**src/rtl/core/psf_pkg.sv**
```systemverilog
package psf_pkg;

  localparam int MAX_PRIMES_DEF  = 64;
  localparam int VALUE_WIDTH_DEF = 16;
  // width of the candidate and prime fields on the stream ports
  localparam int FIELD_W         = 16;

  typedef enum logic [1:0] {
    ST_IDLE,
    ST_FETCH,
    ST_DIV,
    ST_EMIT
  } state_t;

  // controls for the bit-serial remainder unit
  typedef struct packed {
    logic load;
    logic shift;
  } rem_ctrl_t;

  typedef struct packed {
    logic last;
    logic zero;
  } rem_stat_t;

  // controls for the prime table
  typedef struct packed {
    logic append;
  } tbl_ctrl_t;

endpackage

```
**src/rtl/core/psf_rem.sv**
```systemverilog
module psf_rem #(
  parameter int VALUE_WIDTH = psf_pkg::VALUE_WIDTH_DEF
) (
  input  logic                   clk,
  input  logic                   rst,
  input  psf_pkg::rem_ctrl_t     ctrl,
  input  logic [VALUE_WIDTH-1:0] value,
  input  logic [VALUE_WIDTH-1:0] divisor,
  output psf_pkg::rem_stat_t     stat
);

  localparam int CW = $clog2(VALUE_WIDTH);

  logic [VALUE_WIDTH-1:0] shreg;
  logic [VALUE_WIDTH-1:0] rem;
  logic [VALUE_WIDTH-1:0] rem_next;
  logic [CW-1:0]          bitcnt;
  logic [VALUE_WIDTH:0]   r_shift;
  logic [VALUE_WIDTH:0]   r_diff;

  // one restoring division step per cycle while shift is set, msb of the dividend first
  always_comb begin
    r_shift = {rem, shreg[VALUE_WIDTH-1]};
    r_diff  = r_shift - {1'b0, divisor};
    if (r_shift >= {1'b0, divisor}) begin
      rem_next = r_diff[VALUE_WIDTH-1:0];
    end else begin
      rem_next = r_shift[VALUE_WIDTH-1:0];
    end
  end

  always_ff @(posedge clk) begin
    if (rst) begin
      bitcnt <= '0;
    end else if (ctrl.load) begin
      bitcnt <= '0;
    end else if (ctrl.shift) begin
      bitcnt <= bitcnt + CW'(1);
    end
  end

  always_ff @(posedge clk) begin
    if (ctrl.load) begin
      shreg <= value;
      rem   <= '0;
    end else if (ctrl.shift) begin
      shreg <= {shreg[VALUE_WIDTH-2:0], 1'b0};
      rem   <= rem_next;
    end
  end

  assign stat.last = (bitcnt == CW'(VALUE_WIDTH - 1));
  assign stat.zero = (rem_next == '0) && (divisor != '0);

endmodule

```
**src/rtl/core/psf_table.sv**
```systemverilog
module psf_table #(
  parameter int MAX_PRIMES  = psf_pkg::MAX_PRIMES_DEF,
  parameter int VALUE_WIDTH = psf_pkg::VALUE_WIDTH_DEF,
  parameter int AW          = (MAX_PRIMES > 1) ? $clog2(MAX_PRIMES) : 1,
  parameter int CNT_W       = $clog2(MAX_PRIMES + 1)
) (
  input  logic                   clk,
  input  logic                   rst,
  input  psf_pkg::tbl_ctrl_t     ctrl,
  input  logic [AW-1:0]          rd_addr,
  input  logic [VALUE_WIDTH-1:0] wr_data,
  output logic [VALUE_WIDTH-1:0] rd_data,
  output logic [CNT_W-1:0]       count
);

  logic [VALUE_WIDTH-1:0] mem [MAX_PRIMES];
  logic [AW-1:0]          wr_addr;

  assign wr_addr = AW'(count);

  always_ff @(posedge clk) begin
    rd_data <= mem[rd_addr];
    if (ctrl.append) begin
      mem[wr_addr] <= wr_data;
    end
  end

  always_ff @(posedge clk) begin
    if (rst) begin
      count <= '0;
    end else if (ctrl.append) begin
      count <= count + CNT_W'(1);
    end
  end

endmodule

```
**src/rtl/core/prime_sieve_filter_chain.sv**
```systemverilog
// Prime sieve: each candidate word on s_ is tested against every prime stored
// so far by one shared bit-serial remainder unit, one dividend bit per cycle.
// A candidate of 0 or 1 is taken and dropped. Otherwise it is accepted, then
// for each stored prime tested there is a table read followed by VALUE_WIDTH
// division steps (testing stops at the first prime that divides it), and a
// surviving word is then emitted. A survivor is stored unless the table
// already holds MAX_PRIMES entries, in which case it is sent with tuser
// (table_full) set. The finished word waits in an output register while the
// next candidate is taken; the emit cycle stalls while that register still
// holds a word that the sink has not taken.
module prime_sieve_filter_chain #(
  parameter int MAX_PRIMES  = psf_pkg::MAX_PRIMES_DEF,
  parameter int VALUE_WIDTH = psf_pkg::VALUE_WIDTH_DEF
) (
  input  logic                          clk,
  input  logic                          rst,
  input  logic                          s_tvalid,
  output logic                          s_tready,
  input  logic [psf_pkg::FIELD_W-1:0]   s_tdata,  // [15:0] candidate
  output logic                          m_tvalid,
  input  logic                          m_tready,
  output logic [psf_pkg::FIELD_W-1:0]   m_tdata,  // [15:0] prime
  output logic                          m_tuser   // [0] table_full
);

  localparam int AW    = (MAX_PRIMES > 1) ? $clog2(MAX_PRIMES) : 1;
  localparam int CNT_W = $clog2(MAX_PRIMES + 1);
  localparam int EW    = (VALUE_WIDTH > psf_pkg::FIELD_W) ? VALUE_WIDTH : psf_pkg::FIELD_W;

  psf_pkg::state_t    state;
  psf_pkg::state_t    state_next;
  psf_pkg::rem_ctrl_t rem_ctrl;
  psf_pkg::rem_stat_t rem_stat;
  psf_pkg::tbl_ctrl_t tbl_ctrl;

  logic [VALUE_WIDTH-1:0] value;
  logic [VALUE_WIDTH-1:0] divisor;
  logic [AW-1:0]          idx;
  logic [CNT_W-1:0]       count;
  logic [EW-1:0]          cand_ext;
  logic [EW-1:0]          value_ext;
  logic                   accept;
  logic                   below_two;
  logic                   full;
  logic                   idx_last;
  logic                   out_free;
  logic                   emit;

  assign cand_ext  = EW'(s_tdata);
  assign value_ext = EW'(value);
  assign accept    = s_tvalid && s_tready;
  assign below_two = (cand_ext[VALUE_WIDTH-1:0] < VALUE_WIDTH'(2));
  assign full      = (count == CNT_W'(MAX_PRIMES));
  assign idx_last  = ((CNT_W + 1)'(idx) + (CNT_W + 1)'(1)) == (CNT_W + 1)'(count);
  assign out_free  = !m_tvalid || m_tready;

  // next state
  always_comb begin
    state_next = state;
    case (state)
      psf_pkg::ST_IDLE: begin
        if (accept && !below_two) begin
          state_next = (count == '0) ? psf_pkg::ST_EMIT : psf_pkg::ST_FETCH;
        end
      end
      psf_pkg::ST_FETCH: begin
        state_next = psf_pkg::ST_DIV;
      end
      psf_pkg::ST_DIV: begin
        if (rem_stat.last) begin
          if (rem_stat.zero) begin
            state_next = psf_pkg::ST_IDLE;
          end else if (idx_last) begin
            state_next = psf_pkg::ST_EMIT;
          end else begin
            state_next = psf_pkg::ST_FETCH;
          end
        end
      end
      psf_pkg::ST_EMIT: begin
        if (out_free) begin
          state_next = psf_pkg::ST_IDLE;
        end
      end
      default: begin
        state_next = psf_pkg::ST_IDLE;
      end
    endcase
  end

  // outputs of the sequencer
  always_comb begin
    s_tready       = 1'b0;
    rem_ctrl.load  = 1'b0;
    rem_ctrl.shift = 1'b0;
    emit           = 1'b0;
    case (state)
      psf_pkg::ST_IDLE:  s_tready       = 1'b1;
      psf_pkg::ST_FETCH: rem_ctrl.load  = 1'b1;
      psf_pkg::ST_DIV:   rem_ctrl.shift = 1'b1;
      psf_pkg::ST_EMIT:  emit           = out_free;
      default: begin
        s_tready = 1'b0;
      end
    endcase
  end

  assign tbl_ctrl.append = emit && !full;

  always_ff @(posedge clk) begin
    if (rst) begin
      state <= psf_pkg::ST_IDLE;
    end else begin
      state <= state_next;
    end
  end

  always_ff @(posedge clk) begin
    if (rst) begin
      idx <= '0;
    end else if (accept) begin
      idx <= '0;
    end else if (state == psf_pkg::ST_DIV && rem_stat.last && !idx_last) begin
      idx <= idx + AW'(1);
    end
  end

  always_ff @(posedge clk) begin
    if (accept) begin
      value <= cand_ext[VALUE_WIDTH-1:0];
    end
  end

  // output register
  always_ff @(posedge clk) begin
    if (rst) begin
      m_tvalid <= 1'b0;
    end else if (emit) begin
      m_tvalid <= 1'b1;
    end else if (m_tready) begin
      m_tvalid <= 1'b0;
    end
  end

  always_ff @(posedge clk) begin
    if (emit) begin
      m_tdata <= value_ext[psf_pkg::FIELD_W-1:0];
      m_tuser <= full;
    end
  end

  psf_table #(
    .MAX_PRIMES  (MAX_PRIMES),
    .VALUE_WIDTH (VALUE_WIDTH),
    .AW          (AW),
    .CNT_W       (CNT_W)
  ) u_table (
    .clk     (clk),
    .rst     (rst),
    .ctrl    (tbl_ctrl),
    .rd_addr (idx),
    .wr_data (value),
    .rd_data (divisor),
    .count   (count)
  );

  psf_rem #(
    .VALUE_WIDTH (VALUE_WIDTH)
  ) u_rem (
    .clk     (clk),
    .rst     (rst),
    .ctrl    (rem_ctrl),
    .value   (value),
    .divisor (divisor),
    .stat    (rem_stat)
  );

  a_count_bound: assert property (@(posedge clk) disable iff (rst)
    count <= CNT_W'(MAX_PRIMES))
    else $error("prime count beyond table depth");

  a_idx_in_table: assert property (@(posedge clk) disable iff (rst)
    (state == psf_pkg::ST_FETCH || state == psf_pkg::ST_DIV) |->
      ((CNT_W + 1)'(idx) < (CNT_W + 1)'(count)))
    else $error("table read beyond stored primes");

  a_append_counts: assert property (@(posedge clk) disable iff (rst)
    tbl_ctrl.append |=> count == $past(count) + CNT_W'(1))
    else $error("stored prime not counted");

  a_word_from_emit: assert property (@(posedge clk) disable iff (rst)
    $rose(m_tvalid) |-> $past(state) == psf_pkg::ST_EMIT)
    else $error("output word without emit");

  a_no_accept_busy: assert property (@(posedge clk) disable iff (rst)
    (state == psf_pkg::ST_DIV) |-> !s_tready)
    else $error("input taken while dividing");

endmodule

```
**config.mk**
```make
export PLATFORM = sky130hd
export DESIGN_NAME = prime_sieve_filter_chain
export DESIGN_NICKNAME = d
export VERILOG_FILES = /design/src/rtl/core/psf_pkg.sv /design/src/rtl/core/psf_rem.sv /design/src/rtl/core/psf_table.sv /design/src/rtl/core/prime_sieve_filter_chain.sv
export SDC_FILE = /design/constraint.sdc
export NUM_CORES = 1
export LEC_CHECK = 0
export BUFFER_PORTS_ARGS = -buffer_cell sky130_fd_sc_hd__buf_4
export CORE_AREA = 2 2 298 521
export CTS_CLUSTER_SIZE = 24
export DETAILED_ROUTE_END_ITERATION = 8
export DIE_AREA = 0 0 300 523
export GPL_TIMING_DRIVEN = 0
export PLACE_DENSITY = 0.48
export SKIP_LAST_GASP = 1
export SLEW_MARGIN = 5
export SYNTH_ARGS = -nofsm -noshare
export SYNTH_HDL_FRONTEND = slang
export SYNTH_SLANG_ARGS = --single-unit
```
**constraint.sdc**
```tcl
create_clock -name clk -period 8.8 [get_ports clk]
set_clock_uncertainty 0.05 [all_clocks]
set_input_delay 2.64 -clock clk [delete_from_list [all_inputs] [get_ports clk]]
set_output_delay 2.64 -clock clk [all_outputs]
set_load 0.1 [all_outputs]
```
==> summary.txt, run 1 <==
Global routing
  • First-pass GRT wire length: 171000 microns
  • Overall Global Routing Usage: 15.5%
  • Pin count of the biggest net entering global routing: 29
  • GRT Residual Overflow: 0
  • Initial antenna violation count: 1
  • Vias in the first global route: 22600

Logic synthesis
  • Yosys reg bits: 1125
  • Post-Syn Nets: 2052
  • Compound-Gate Fraction of Synth Area: 1.51%
  • Yosys cell types: 62
  • Mux share of post-synthesis cell area: 17.8%
  • Number of synthesized flops with an enable pin: 1073
  • Mapped Avg Cell Area: 21.9 sq um
  • Post-Synth XOR/XNOR Area: 0.438%
  • Syn Inst Count: 2007
  • Largest family of logic cells by synthesized area: multiplexers
  • Yosys warns: 0
  • Sequential fraction of the synthesis area: 75.7%
  • Synthesized cell area: 44000 sq um
  • Simple-gate share of the synthesized area: 2.73%
  • Adder-cell share of the synthesized area: 0.729%
  • Synth Flop Type: edfxtp_1
  • Ys async rst share: 0%

Setup path
  • Worst EP arrival: 5920 ps
  • Cell mode on critical path: nor2b_1
  • Crit-path cells: buf_4, nor2b_1, nor2b_4, buf_16, nor2b_1, and2_1, nand3_1, or2_2, inv_1
  • CP Launch Type: input port
  • Reg2Reg Depth: 10
  • Critical path's slowest cell: nand3_1
  • Crit path kind: in2reg
  • CP max FO: 16
  • R2r setup slk: 4030 ps
  • WP data required: 9070 ps
  • Critical Path Sink Type: register
  • CP max stage delay: 690 ps

Timing
  • Hold Slack: 473 ps
  • Slew of the pin with the lowest slew margin: 1290 ps
  • Slew HR: 14.0%
  • Crit share post-route: 64.1%
  • Total negative setup slack: 0 ps
  • Final Max Tran Viols: 0
  • # setup viols final: 0
  • Min Tclk post-route: 5640 ps
  • RSZ-0062 raised after global routing: no
  • Fmax: 177 MHz
  • Final Hold Vio Count: 0

Clock tree
  • Post-cts sizing count: 0
  • Deepest clock path buffer count: 3
  • Num CTS Buffers: 101
  • Clk root buf: clkbuf_16
  • Clock latency at the later pin of the worst-skew pair: 720 ps
  • Htree depth: 3
  • # Post-CTS Setup Buffers: 0
  • CTS tree: built
  • Clk sinks: 1125
  • Worst-path clk slew: 60 ps
  • CTS Hold Bufs: 0

Route
  • Final ANT Viol Nets: 0
  • Routed WL per cell: 27.6 microns
  • Initial DRC count: 1719
  • Vias: 21100
  • DRC Markers: 0
  • Total Wirelength: 120000 microns
  • DR vias/cell: 4.84
  • Detailed Routing Iterations Pass 1: 6

Place
  • Cell count after placement: 4171
  • GPL Wtd Cong: 0.862
  • Dpl hpwl: 88500 microns
  • # port buffers: 38

Run status
  • Outcome: completed

Pwr
  • Tot Pwr: 12600 uW
  • Pwr dens: 239 nW/um^2
  • Worst ir drop on vdd: 0.145 mV
  • Leakage power: 0.0158 uW

Hold path
  • Cells on Worst Hold Path: 2
  • Hold crit path type: reg2reg

Layout
  • P&R area growth vs syn: 19.9%
  • Layout Nets: 2303
  • Commonest non-fill, non-tap cells in the layout: edfxtp_1 (1073), mux4_2 (336), clkbuf_16 (104), clkbuf_1 (81), nor2_2 (64)
  • Multi-input gate area: 10400 sq um
  • Layout Cells excl Fill: 4359
  • Most common cell after layout, fill and taps aside: edfxtp_1
  • Layout cells sized above 1: 31.7%
  • Post-layout util: 34.5%
  • Storage element area: 33300 sq um
  • Filler instances: 14200

Floorplan
  • I/O pin count: 39
  • Die area: 157000 sq um
  • Core footprint: 153000 sq um
  • Die width: 300 microns
  • Std cell rows: 190
  • Die height: 523 microns
  • Starting Density: 28.8%

Run
  • Max-cap violations: 0
-- power by group --
part           internal (uW)  leakage (uW)  total, uW  switching, uW
logic                    573       0.00405       1590           1010
registers               6260        0.0101       6390            130
clock network           2620       0.00168       4630           2010
-- flip-flops by register name, indices dropped and copies added (netlist names), 2 cells and up --
register         flops
u_table.count        7
idx                  6
u_rem.bitcnt         4
state                2
value               16
m_tdata             16
u_table.rd_data     16
u_rem.shreg         16
u_rem.rem           16
u_table.mem       1024
-- per-stage QoR --
step	area, sq um	worst slack, ps
floorplan	44000	3180
global placement	46800	358
detailed placement	49200	2380
CTS	52700	3140
global route	52700	2980
finish	52700	3160
-- critical path, delay by kind of cell --
family / cells / cell delay (ps)
buffers and inverters: 3 / 890
AND/OR/NAND/NOR: 6 / 2360
-- cell type report --
cell class,instances,area share (%)
flip-flops and latches,1125,63.1
multi-input cells,754,19.7
clock buffers,125,5.14
repair buffers,148,4.92
well taps,2016,4.79
clock inverters,61,1.42
plain buffers,101,0.741
inverters,27,0.192
diodes,2,0.00950
-- cell usage after synthesis (all sizes together) (2+ instances only) --
cell type / count / share of area (%)
o21bai: 4 / 0.077
or3: 4 / 0.057
or2: 6 / 0.085
nand2: 33 / 0.28
nand2b: 4 / 0.057
mux4: 336 / 17
o211ai: 2 / 0.034
ha: 24 / 0.68
edfxtp: 1073 / 73
o22ai: 3 / 0.043
mux2i: 8 / 0.18
a21o: 3 / 0.051
nor4: 13 / 0.19
a31o: 2 / 0.040
mux2: 16 / 0.41
nand3b: 2 / 0.034
nor2: 119 / 1.0
clkbuf: 63 / 0.54
nor2b: 10 / 0.15
buf: 38 / 0.35
a2111oi: 5 / 0.16
o21ai: 15 / 0.17
nor3: 19 / 0.24
a21oi: 27 / 0.31
a211oi: 13 / 0.25
nor3b: 3 / 0.051
nand3: 18 / 0.20
a311oi: 7 / 0.14
and2: 7 / 0.10
xor2: 8 / 0.16
dfxtp: 52 / 2.4
xnor2: 14 / 0.28
inv: 27 / 0.23
and3: 2 / 0.028
o21a: 3 / 0.051
nand4: 10 / 0.16
-- cell families after synthesis --
kind of cell	after synthesis
flops	1125
mux	360
simple gates	254
buf+inv	128
compound gates	93
fa+ha+maj	25
xor+xnor	22
-- final timing paths --
| path | start | to |
|---|---|---|
| max reg2reg | u_table.count[4] | u_table.mem[31][1] |
| min | u_rem.rem[13] | u_rem.rem[13] |
| min reg2reg | u_rem.rem[13] | u_rem.rem[13] |
| max | m_tready | u_table.mem[31][1] |
-- per-layer routing --
layer / global-route usage [%] / vias to the layer above / share of wire [%]
met1: 15.8 / 11500 / 34
met4: 7.73 / 0 / 5.4
met2: 30.2 / 522 / 57
li1: - / 8917 / -
met3: 2.16 / 183 / 3.3
met5: 0 / - / 0
(Power assumes the default switching activity.)
==> run 2, diff against run 1 <==
--- a/config.mk
+++ b/config.mk
@@ -5,13 +5,14 @@
 export SDC_FILE = /design/constraint.sdc
 export NUM_CORES = 1
 export LEC_CHECK = 0
+export ABC_AREA = 1
 export BUFFER_PORTS_ARGS = -buffer_cell sky130_fd_sc_hd__buf_4
-export CORE_AREA = 2 2 298 521
+export CORE_AREA = 2 2 302 528
 export CTS_CLUSTER_SIZE = 24
 export DETAILED_ROUTE_END_ITERATION = 8
-export DIE_AREA = 0 0 300 523
+export DIE_AREA = 0 0 304 530
 export GPL_TIMING_DRIVEN = 0
-export PLACE_DENSITY = 0.48
+export PLACE_DENSITY = 0.49
 export SKIP_LAST_GASP = 1
 export SLEW_MARGIN = 5
 export SYNTH_ARGS = -nofsm -noshare
==> constraint.sdc (replaced) <==
create_clock -name clk -period 5.1 [get_ports clk]
set_clock_uncertainty 0.05 [all_clocks]
set_input_delay 1.53 -clock clk [delete_from_list [all_inputs] [get_ports clk]]
set_output_delay 1.53 -clock clk [all_outputs]
set_load 0.1 [all_outputs]
==> run 2 against run 1 <==
  * Register-to-register slack lost 3500 ps
  * First-iteration DRC count up 91%
  * Via count rose by 52%
  * Utilization fell by 0.19 points
  * Synthesized area grew 2.8%
  * Clock power up 62%
  * Sequential share of layout area shrank 1.5 points
  * Synthesized cell count is 81% higher
  * Hold slack got worse by 20 ps
  * Die area is 2.7% higher
  * Power up 71%
  * Critical endpoint is now u_table.rd_data[12]
==> summary.txt, run 2 <==
Floorplan
  • Die width: 304 microns (+1.3%)
  • I/O pin count: 39 (unchanged)
  • Std cell rows: 193 (+1.6%)
  • Starting Density: 28.8% (-0.044 points)
  • Core footprint: 157000 sq um (+3.0%)
  • Die area: 161000 sq um (+2.7%)
  • Die height: 530 microns (+1.3%)

Layout
  • Layout Cells excl Fill: 5995 (+38%)
  • P&R area growth vs syn: 19.4%
  • Layout cells sized above 1: 10.4% (-21 points)
  • Commonest non-fill, non-tap cells in the layout: edfxtp_1 (1073), nor2_1 (714), o21ai_0 (643), o22ai_1 (277), clkbuf_1 (207)
  • Most common cell after layout, fill and taps aside: edfxtp_1
  • Max reg flops: 1024 (unchanged)
  • Largest register by flop count: u_table.mem
  • Fin area: 54000 sq um (+2.4%)
  • Layout Nets: 3913 (+70%)

Setup path
  • Reg2Reg Depth: 9 (-1)
  • Cell mode on critical path: nor2_1
  • Reg2reg end: u_table.rd_data[12]
  • CP Launch Point: idx[0]
  • CP max FO: 10 (-6)
  • CP max stage delay: 1080 ps (+390 ps)
  • Crit path kind: reg2reg
  • Critical path buffers and inverters: 3 (unchanged)
  • R2r setup slk: 510 ps (-3520 ps)
  • Critical Path Sink Type: register
  • Critical path's slowest cell: o311ai_1
  • CP Launch Type: register
  • WP data required: 5680 ps (-3390 ps)
  • Worst EP arrival: 5160 ps (-760 ps)
  • Crit-path cells: inv_2, buf_2, clkbuf_1, nor2_1, o22ai_1, nor2_1, o311ai_1, o211ai_1, nand2_1
  • Worst path depth: 9 (unchanged)
  • FF-to-FF Start: idx[0]
  • Worst Setup EP: u_table.rd_data[12]
  • CP delay by family, top: buffers and inverters

Run status
  • Outcome: completed

Global routing
  • Overall Global Routing Usage: 23.8% (+8.4 points)
  • Vias in the first global route: 31200 (+38%)
  • First-pass GRT wire length: 262000 microns (+53%)
  • GRT Residual Overflow: 0 (unchanged)
  • Pin count of the biggest net entering global routing: 29 (unchanged)
  • Initial antenna violation count: 9 (+8)

Clock tree
  • Clock latency at the later pin of the worst-skew pair: 720 ps (about the same)
  • Htree depth: 3 (unchanged)
  • Deepest clock path buffer count: 3 (unchanged)
  • Num CTS Buffers: 97 (-4.0%)
  • Clk root buf: clkbuf_16
  • Clk sinks: 1125 (unchanged)
  • Post-cts sizing count: 0 (unchanged)
  • Worst-path clk slew: 80 ps (+20 ps)
  • CTS tree: built
  • CTS Hold Bufs: 0 (unchanged)
  • # Post-CTS Setup Buffers: 0 (unchanged)

Timing
  • Crit share post-route: 89.9%
  • Slew of the pin with the lowest slew margin: 1280 ps (-5.34 ps)
  • Min Tclk post-route: 4590 ps
  • Final Hold Vio Count: 0 (unchanged)
  • Fmax: 218 MHz
  • Final Max Tran Viols: 0 (unchanged)
  • # setup viols final: 0 (unchanged)
  • Hold Slack: 453 ps (-19.9 ps)
  • RSZ-0062 raised after global routing: no
  • Slew HR: 13.0% (-1.0 points)

Pwr
  • Pwr dens: 398 nW/um^2 (+66%)
  • Worst ir drop on vdd: 0.282 mV (+95%)
  • Leakage power: 0.0178 uW (+12%)

Logic synthesis
  • Yosys reg bits: 1125 (unchanged)
  • Mapped Avg Cell Area: 12.4 sq um (-43%)
  • Synthesized cell area: 45200 sq um (+2.8%)
  • Yosys warns: 0 (unchanged)
  • Area leader, netlist: edfxtp_1
  • Sequential fraction of the synthesis area: 73.6% (-2.1 points)
  • Yosys top cell area share: 71.3% (-2.0 points)
  • Synth Flop Type: edfxtp_1
  • Most frequent cells after synthesis: edfxtp_1 (1073), nor2_1 (776), o21ai_0 (644)
  • Post-Syn Nets: 3678 (+79%)
  • Dominant cell by count in the synthesized netlist: edfxtp_1
  • Ys async rst share: 0% (unchanged)
  • Number of synthesized flops with an enable pin: 1073 (unchanged)
  • Syn Inst Count: 3633 (+81%)
  • Leading post-synthesis cells by cell area: edfxtp_1 (71%), o21ai_0 (7.1%), nor2_1 (6.4%), o22ai_1 (3.8%), dfxtp_1 (2.3%)
  • Yosys cell types: 46 (-26%)

Route
  • Initial DRC count: 3277 (+91%)
  • Final ANT Viol Nets: 0 (unchanged)
  • Total Wirelength: 196000 microns (+63%)
  • DR vias/cell: 5.36 (+11%)
  • Routed WL per cell: 32.7 microns (+18%)
  • Vias: 32100 (+52%)
  • Detailed Routing Iterations Pass 1: 6 (unchanged)
  • DRC Markers: 0 (unchanged)

Place
  • Area post-placement: 50900 sq um (+3.3%)
  • Dpl hpwl: 146000 microns (+65%)
  • # port buffers: 38 (unchanged)
  • Cell count after placement: 5815 (+39%)
  • GPL Wtd Cong: 1.04 (+20%)

Run
  • Max-cap violations: 0 (unchanged)

Hold path
  • Hold crit path type: reg2reg
==> run 2: changes by cell type in the layout (fill, tap and decap cells not counted), moves of 59 or more <==
cell / previous run / this run
nor2_2: 64 / 5
mux4_2: 336 / 0
nor2_4: 0 / 63
clkbuf_1: 81 / 207
o21ai_0: 13 / 643
inv_1: 27 / 107
nor2_1: 55 / 714
nand2_1: 33 / 195
o22ai_1: 3 / 277
==> run 2: where the power goes <==
group          internal, uW  switching [uW]
clock network          4010            3490
logic                   940            1980
registers             10800             273
total                 15800            5740
==> run 2: how the worst min path moves through the flow <==
stage / startpoint / to / slack (ps) / depth (start not counted)
floorplan: u_rem.bitcnt[1] / u_rem.bitcnt[1] / 410 / 2
global placement: u_rem.bitcnt[3] / u_rem.bitcnt[3] / 430 / 1
detailed placement: u_rem.bitcnt[0] / u_rem.bitcnt[0] / 450 / 2
CTS: u_rem.bitcnt[0] / u_rem.bitcnt[0] / 460 / 2
global route: u_rem.bitcnt[1] / u_rem.bitcnt[1] / 480 / 2
finish: u_rem.bitcnt[0] / u_rem.bitcnt[0] / 450 / 2
==> run 2: worst register-to-register path, cell delays in order, from the launching register on <==
cell,delay [ps]
dfxtp_1,350
inv_2,400
buf_2,630
clkbuf_1,960
nor2_1,80
o22ai_1,240
nor2_1,100
o311ai_1,1080
o211ai_1,320
nand2_1,290
==> run 2: per-layer routing <==
layer	global-route usage [%]	up-vias	routed length (microns)
met5	0	-	41
met4	21.1	6	20500
met3	3.90	542	11600
met2	42.4	1422	98300
met1	24.2	16300	65500
li1	-	13900	-
==> run 2: metrics by stage <==
step	total power (uW)	worst slack (ps)	setup TNS (ps)	utilization [%]
final	21500	513	0	34.3
after global routing	22100	540	0	34.3
after CTS	21600	816	0	34.3
after detailed placement	14200	275	0	32.4
after global placement	13800	-3730	-2702830	30.6
after floorplan	12700	601	0	-
==> run 2: cell type report <==
class	instances	area, sq um
fillers	15300	103000
flip-flops and latches	1125	33300
multi-input cells	2160	11000
repair buffers	136	2630
clock buffers	120	2620
well taps	2047	2560
plain buffers	235	962
clock inverters	54	470
inverters	113	424
diodes	5	12.5
==> run 2: kinds of logic (layout without fill, tap and decap cells) <==
family,after synthesis,count (layout),share of synthesized area [%]
simple gates,1081,1081,9.50
flops,1125,1125,73.6
fa+ha+maj,25,25,0.708
compound gates,1041,1041,12.9
other cells,0,5,0
buf+inv,348,658,3.06
xor+xnor,13,13,0.268
